$ cat src/design/sha512_hash_engine_core_defines.svh
// Assertion macros for the SHA-512 engine top level
`ifndef SHA512_HASH_ENGINE_CORE_DEFINES_SVH
`define SHA512_HASH_ENGINE_CORE_DEFINES_SVH

// Same-cycle implication, clocked on clk_i, held off during reset
`define SHA_ASSERT_IMP(lbl, ante, cons, msg) \
  lbl: assert property (@(posedge clk_i) disable iff (!rst_ni) (ante) |-> (cons)) \
    else $error(msg);

// Next-cycle implication
`define SHA_ASSERT_NXT(lbl, ante, cons, msg) \
  lbl: assert property (@(posedge clk_i) disable iff (!rst_ni) (ante) |=> (cons)) \
    else $error(msg);

`endif

$ cat src/design/sha512_pkg.sv
// Types, constants and helper functions for the SHA-512 engine
package sha512_pkg;

  localparam int unsigned NumRounds = 80;

  typedef struct packed {
    logic [7:0] data_byte;
    logic       byte_valid;
    logic       end_of_message;
  } in_word_t;

  typedef struct packed {
    logic [63:0] digest_word;
    logic [2:0]  word_index;
    logic        last_word;
  } out_word_t;

  typedef enum logic [2:0] {
    ST_IDLE, ST_ROUND_DATA, ST_PAD, ST_ROUND_PAD, ST_ZERO_LEN, ST_LEN, ST_ROUND_LAST, ST_EMIT
  } sha_state_e;

  typedef struct packed {
    logic write_byte;
    logic round;
    logic pad;
    logic len;
    logic zero_len;
    logic emit_next;
  } sha_cmd_t;

  typedef struct packed {
    logic block_full;
    logic pad_long;
    logic rounds_done;
    logic last_index;
  } sha_status_t;

  localparam logic [7:0] PadByte  = 8'h80;
  localparam logic [6:0] LenLimit = 7'd112;

  function automatic logic [63:0] init_chain(input logic [2:0] idx);
    logic [63:0] v;
    case (idx)
      3'd0: v = 64'h6a09e667f3bcc908;
      3'd1: v = 64'hbb67ae8584caa73b;
      3'd2: v = 64'h3c6ef372fe94f82b;
      3'd3: v = 64'ha54ff53a5f1d36f1;
      3'd4: v = 64'h510e527fade682d1;
      3'd5: v = 64'h9b05688c2b3e6c1f;
      3'd6: v = 64'h1f83d9abfb41bd6b;
      3'd7: v = 64'h5be0cd19137e2179;
      default: v = '0;
    endcase
    return v;
  endfunction

  function automatic logic [63:0] rotr(input logic [63:0] v, input int unsigned n);
    return (v >> n) | (v << (64 - n));
  endfunction

  function automatic logic [63:0] round_const(input logic [6:0] r);
    logic [63:0] k;
    case (r)
      7'd0:  k = 64'h428a2f98d728ae22;  7'd1:  k = 64'h7137449123ef65cd;
      7'd2:  k = 64'hb5c0fbcfec4d3b2f;  7'd3:  k = 64'he9b5dba58189dbbc;
      7'd4:  k = 64'h3956c25bf348b538;  7'd5:  k = 64'h59f111f1b605d019;
      7'd6:  k = 64'h923f82a4af194f9b;  7'd7:  k = 64'hab1c5ed5da6d8118;
      7'd8:  k = 64'hd807aa98a3030242;  7'd9:  k = 64'h12835b0145706fbe;
      7'd10: k = 64'h243185be4ee4b28c;  7'd11: k = 64'h550c7dc3d5ffb4e2;
      7'd12: k = 64'h72be5d74f27b896f;  7'd13: k = 64'h80deb1fe3b1696b1;
      7'd14: k = 64'h9bdc06a725c71235;  7'd15: k = 64'hc19bf174cf692694;
      7'd16: k = 64'he49b69c19ef14ad2;  7'd17: k = 64'hefbe4786384f25e3;
      7'd18: k = 64'h0fc19dc68b8cd5b5;  7'd19: k = 64'h240ca1cc77ac9c65;
      7'd20: k = 64'h2de92c6f592b0275;  7'd21: k = 64'h4a7484aa6ea6e483;
      7'd22: k = 64'h5cb0a9dcbd41fbd4;  7'd23: k = 64'h76f988da831153b5;
      7'd24: k = 64'h983e5152ee66dfab;  7'd25: k = 64'ha831c66d2db43210;
      7'd26: k = 64'hb00327c898fb213f;  7'd27: k = 64'hbf597fc7beef0ee4;
      7'd28: k = 64'hc6e00bf33da88fc2;  7'd29: k = 64'hd5a79147930aa725;
      7'd30: k = 64'h06ca6351e003826f;  7'd31: k = 64'h142929670a0e6e70;
      7'd32: k = 64'h27b70a8546d22ffc;  7'd33: k = 64'h2e1b21385c26c926;
      7'd34: k = 64'h4d2c6dfc5ac42aed;  7'd35: k = 64'h53380d139d95b3df;
      7'd36: k = 64'h650a73548baf63de;  7'd37: k = 64'h766a0abb3c77b2a8;
      7'd38: k = 64'h81c2c92e47edaee6;  7'd39: k = 64'h92722c851482353b;
      7'd40: k = 64'ha2bfe8a14cf10364;  7'd41: k = 64'ha81a664bbc423001;
      7'd42: k = 64'hc24b8b70d0f89791;  7'd43: k = 64'hc76c51a30654be30;
      7'd44: k = 64'hd192e819d6ef5218;  7'd45: k = 64'hd69906245565a910;
      7'd46: k = 64'hf40e35855771202a;  7'd47: k = 64'h106aa07032bbd1b8;
      7'd48: k = 64'h19a4c116b8d2d0c8;  7'd49: k = 64'h1e376c085141ab53;
      7'd50: k = 64'h2748774cdf8eeb99;  7'd51: k = 64'h34b0bcb5e19b48a8;
      7'd52: k = 64'h391c0cb3c5c95a63;  7'd53: k = 64'h4ed8aa4ae3418acb;
      7'd54: k = 64'h5b9cca4f7763e373;  7'd55: k = 64'h682e6ff3d6b2b8a3;
      7'd56: k = 64'h748f82ee5defb2fc;  7'd57: k = 64'h78a5636f43172f60;
      7'd58: k = 64'h84c87814a1f0ab72;  7'd59: k = 64'h8cc702081a6439ec;
      7'd60: k = 64'h90befffa23631e28;  7'd61: k = 64'ha4506cebde82bde9;
      7'd62: k = 64'hbef9a3f7b2c67915;  7'd63: k = 64'hc67178f2e372532b;
      7'd64: k = 64'hca273eceea26619c;  7'd65: k = 64'hd186b8c721c0c207;
      7'd66: k = 64'heada7dd6cde0eb1e;  7'd67: k = 64'hf57d4f7fee6ed178;
      7'd68: k = 64'h06f067aa72176fba;  7'd69: k = 64'h0a637dc5a2c898a6;
      7'd70: k = 64'h113f9804bef90dae;  7'd71: k = 64'h1b710b35131c471b;
      7'd72: k = 64'h28db77f523047d84;  7'd73: k = 64'h32caab7b40c72493;
      7'd74: k = 64'h3c9ebe0a15c9bebc;  7'd75: k = 64'h431d67c49c100d4c;
      7'd76: k = 64'h4cc5d4becb3e42b6;  7'd77: k = 64'h597f299cfc657e2a;
      7'd78: k = 64'h5fcb6fab3ad6faec;  7'd79: k = 64'h6c44198c4a475817;
      default: k = '0;
    endcase
    return k;
  endfunction

endpackage

$ cat src/design/sha512_ctrl.sv
// Sequencer for absorb, padding, compression and digest output
module sha512_ctrl
  import sha512_pkg::*;
(
  input  logic        clk_i,
  input  logic        rst_ni,
  input  logic        in_valid_i,
  input  logic        in_byte_valid_i,
  input  logic        in_eom_i,
  input  logic        out_stall_i,
  input  sha_status_t status_i,
  output sha_cmd_t    cmd_o,
  output logic        in_stall_o,
  output logic        out_valid_o
);

  sha_state_e state_q, state_d;
  logic       eom_q, eom_d;

  always_ff @(posedge clk_i or negedge rst_ni) begin
    if (!rst_ni) begin
      state_q <= ST_IDLE;
      eom_q   <= 1'b0;
    end else begin
      state_q <= state_d;
      eom_q   <= eom_d;
    end
  end

  always_comb begin
    state_d     = state_q;
    eom_d       = eom_q;
    cmd_o       = '0;
    in_stall_o  = 1'b1;
    out_valid_o = 1'b0;
    case (state_q)
      ST_IDLE: begin
        in_stall_o = 1'b0;
        if (in_valid_i) begin
          cmd_o.write_byte = in_byte_valid_i;
          eom_d            = in_eom_i;
          if (in_byte_valid_i && status_i.block_full) begin
            state_d = ST_ROUND_DATA;
          end else if (in_eom_i) begin
            state_d = ST_PAD;
          end
        end
      end
      ST_ROUND_DATA: begin
        cmd_o.round = 1'b1;
        if (status_i.rounds_done) begin
          state_d = eom_q ? ST_PAD : ST_IDLE;
        end
      end
      ST_PAD: begin
        cmd_o.pad = 1'b1;
        state_d   = status_i.pad_long ? ST_ROUND_PAD : ST_LEN;
      end
      ST_ROUND_PAD: begin
        cmd_o.round = 1'b1;
        if (status_i.rounds_done) begin
          state_d = ST_ZERO_LEN;
        end
      end
      ST_ZERO_LEN: begin
        cmd_o.zero_len = 1'b1;
        state_d        = ST_ROUND_LAST;
      end
      ST_LEN: begin
        cmd_o.len = 1'b1;
        state_d   = ST_ROUND_LAST;
      end
      ST_ROUND_LAST: begin
        cmd_o.round = 1'b1;
        if (status_i.rounds_done) begin
          state_d = ST_EMIT;
        end
      end
      ST_EMIT: begin
        out_valid_o = 1'b1;
        if (!out_stall_i) begin
          cmd_o.emit_next = 1'b1;
          if (status_i.last_index) begin
            state_d = ST_IDLE;
            eom_d   = 1'b0;
          end
        end
      end
      default: state_d = ST_IDLE;
    endcase
  end

endmodule

$ cat config.mk
export PLATFORM = sky130hd
export DESIGN_NAME = sha512_ctrl
export DESIGN_NICKNAME = d
export VERILOG_FILES = /design/src/design/sha512_hash_engine_core_defines.svh /design/src/design/sha512_pkg.sv /design/src/design/sha512_ctrl.sv
export SDC_FILE = /design/constraint.sdc
export NUM_CORES = 1
export LEC_CHECK = 0
export BUFFER_PORTS_ARGS = -buffer_cell sky130_fd_sc_hd__buf_2
export CAP_MARGIN = 20
export CORE_AREA = 2 2 39 41
export CTS_CLUSTER_SIZE = 30
export DETAILED_ROUTE_END_ITERATION = 10
export DIE_AREA = 0 0 41 43
export PLACE_DENSITY_LB_ADDON = 0.12
export SLEW_MARGIN = 20
export SYNTH_ARGS = -nofsm -noshare
export SYNTH_HDL_FRONTEND = slang
export SYNTH_SLANG_ARGS = --single-unit
$ cat constraint.sdc
create_clock -name clk_i -period 2 [get_ports clk_i]
set_clock_uncertainty 0.05 [all_clocks]
set_input_delay 0.1 -clock clk_i [delete_from_list [all_inputs] [get_ports clk_i]]
set_output_delay 0.1 -clock clk_i [all_outputs]
set_load 0.05 [all_outputs]
Word-level counts from Yosys, hierarchy flattened --
Index checks and enable logic that the tools add are counted. W data, S select, Z words.
Word-level totals: bits in registers 4, bits in latches 0, RAM bits 0, ROM bits 0, input bits 10, output and inout bits 8, word-level logic and storage cells 48, memories kept 0
Operators by class: add/sub/neg operators 0, multiply operators 0, divide/modulo/power cells 0, $lt $le $gt $ge 0, equality and inequality tests 14, shift operators 0, muxes and demuxes 25, bitwise logic cells 0, reduce and logical (&&, ||, !) cells 7
Operators by type and width (count):
- $mux W3 | 9
- $pmux W3 S7 | 1
- $mux W1 | 13
- $eq A3 B3 Y1 const B | 4
- $ne A2 B2 Y1 const B | 6
- $reduce_and A7 Y1 | 1
- $eq A3 B2 Y1 const B | 2
- $reduce_and A4 Y1 | 1
- $eq A3 B1 Y1 const B | 1
- $logic_not A3 Y1 | 1
- $ne A3 B3 Y1 const B | 1
- $reduce_or A3 Y1 | 1
- $mux W2 | 1
- $pmux W1 S2 | 1
- $reduce_bool A2 Y1 | 1
- $reduce_or A2 Y1 | 1
- $logic_and A1 B1 Y1 | 1

Depth between registers and ports, before layout --
word-level depth 4, gate-level depth with buffers 5, mapped depth without buffers 4

Worst setup path after synthesis --
OpenSTA, ideal clock, no wires.
path kind register to output, start register state_q[1], end output cmd_o[3] (netlist name), arrival time 1782 ps, data required time 1850 ps, setup slack 68 ps, cell stages (with the launch flop) 3, buffers on the path 1, path through dfrtp_1 > buf_2 > nor3b_1
RTL lines:
- start, declared | line sha512_ctrl.sv:17 | sha_state_e state_q, state_d;
- start signal, assigned | line sha512_ctrl.sv:25 | state_q <= state_d;
- end, declared | line sha512_ctrl.sv:12 | output sha_cmd_t cmd_o,

==> flow_summary.toml <==
[outcome]
status = "finished, final reports clean"

[flow_run]
cap_violations = 0

[die]
die_x_um = 41
io_pins = 18
dieArea_sq_mm = 0.001763
num_rows = 14
core_sq_mm = 0.001384
initial_core_util_pct = 25.77
die_h_um = 43

[synthesis]
synthMostInstantiatedCell = "nand2_1"
async_flop_share_pct = 100.0
yosysSeqAreaShare_pct = 28.07
syn_nets = 54
synth_cells = 44
netlist_top_cells_count = "nand2_1 (6), dfrtp_1 (4), nor3b_1 (3)"
syn_area_sq_um = 356.6
synth_area_leaders = "dfrtp_1 (28%), nand2_1 (6.3%), nor3b_1 (6.3%)"
synth_top_area_cell = "dfrtp_1"
yosys_most_used_dff = "dfrtp_1"
synth_edf_count = 0
ys_ff_latch = 4
synthDominantCellAreaShare_pct = 28.07
syn_avg_cell_area_sq_um = 8.104
yosys.cell_types.count = 26
yosys_warnings = 0

[worst_setup_path]
cp-end-kind = "output port"
crit_fanout = 6
arrival_ps = 1510
max_stage_delay_ps = 420
crit_chain = "buf_4 > nor3_4 > and3_1 > buf_2"
cp_slowest_cell = "dfrtp_1"
startpoint_type = "flop"
timing_worst_setup_path_type = "flop to output port"
crit_required_ps = 1850
path_buf_inv = 2
crit_family = "buffers and inverters"

[pwr]
powerDensity_mw_per_mm2 = 1719
p_total_w = 0.0008451
ir_worst_vdd_mv = 0.5940
p_leak_nw = 0.2479

[route]
avgViaCountPerCell = 4.788
drt_wl_total_um = 851
drtIter0Drc = 10
postRouteAntennaNets = 0
wl_per_cell_um = 10.64
vias = 383
drc_errors = 0
drtPass1Iterations = 4

[sta]
grt_setup_unrepaired = "false"
finalSetupViolations = 0
maxSlewViolCount = 0
final_hold_viol_count = 0
max_freq_ghz = 0.6028
fin_setup_tns_ps = 0
relSlewSlack_pct = 71.35
min_period_over_period_pct = 82.95
min_period_ps = 1659
worst_pin_slew_ps = 429.8
holdWs_ps = 94.53

[cells_and_area]
layout-drive-gt1-share_pct = 40.63
syn_to_final_growth_pct = 37.89
fillerInstances = 159
nNetsFinal = 76
antenna_cells = 0
stdcell_area_sq_um = 491.7

[cts]
cts_tree = "done"
h-tree-depth = 1
root_buffer = "clkbuf_4"
postCtsHoldBufs = 1
cts_buffers = 3
cts_max_path_buffers = 2
clkTransAtPathRegs_ps = 30
post_cts_buffers = 0
post_cts_resized = 0
clkSinkCount = 4
clk_latency_ps = 230

[grt]
grt_max_degree = 15
grt_pass1_vias = 328
grt.total_usage_pct = 11.92
grt_first_pass_wirelength_um = 1373
grt_overflow = 0
grt_antenna_before_repair = 0

[placement]
port_buffers = 17
place_area_sq_um = 459.2
hpwl_um = 671.5
place_congestion = 0.7748

[min_path]
hold_path_class = "primary input to flop"
## per-stage QoR
step | setup WS [ps] | cells | utilization (%)
2_1_floorplan | 68.31 | 44 | -
3_3_place_gp | 406.9 | 76 | 33.18
3_5_place_dp | 404.9 | 76 | 33.18
4_1_cts | 336.0 | 80 | 35.53
5_1_grt | 195.9 | 80 | 35.53
6_report | 341.0 | 80 | 35.53
## registers in the layout, summed over array words and instances (netlist names)
name     flops
state_q      3
eom_q        1
## worst paths after layout
check                                  startpoint                      to  slack [ps]  cells after the start
hold / removal                           in_eom_i       eom_q$_DFFE_PN0P_          90                      2
hold reg to reg                 eom_q$_DFFE_PN0P_       eom_q$_DFFE_PN0P_         610                      3
setup / recovery           state_q[0]$_DFFE_PN0P_                cmd_o[5]         340                      4
max in group asynchronous                  rst_ni       eom_q$_DFFE_PN0P_        1630                      2
setup reg to reg           state_q[1]$_DFFE_PN0P_  state_q[1]$_DFFE_PN0P_         390                      4
min in group asynchronous                  rst_ni  state_q[1]$_DFFE_PN0P_         160                      2
## layout by cell type, fill, tap and decap left out, types with 2 or more instances in the layout
cell      netlist  layout
buf_2           2      17
a31oi_1         2       2
nand2_1         6       6
nor2_1          2       2
dfrtp_1         4       4
nand3_1         2       2
o21ai_0         2       2
buf_4           1       2
nand2b_1        2       2
clkbuf_4        0       3
nand3b_1        2       2
nor3b_1         3       3
inv_1           2       2
## layer usage
| layer | wire, um | GRT usage (%) | share of wire, % | vias to the layer above |
|---|---|---|---|---|
| li1 | - | - | - | 200 |
| met1 | 388 | 15.08 | 46 | 169 |
| met4 | 0 | 10.00 | 0 | 0 |
| met3 | 50 | 3.141 | 5.9 | 0 |
| met5 | 0 | 0 | 0 | - |
| met2 | 412 | 15.94 | 48 | 14 |
## cell type report
type	count	area (sq um)	share of cell area [%]
inverter	3	11.26	2.290
sequential	4	100.1	20.36
multi-input combinational	34	227.7	46.31
clock buffer	3	22.52	4.580
tap	16	20.02	4.071
timing repair buffer	20	110.1	22.39
## cells by family after synthesis
group,synth area share [%]
simple gates,35.79
compound gates,25.26
buf+inv,8.071
flops,28.07
mux,2.807
## where the power goes
group	internal, W	leakage (nW)	switching (W)
clock	0.0000668	0.0138	0.0000280
sequential	0.000117	0.0465	0.0000554
combinational	0.000185	0.188	0.000393
total	0.000369	0.248	0.000476
Power figures use the tool's default switching activity.
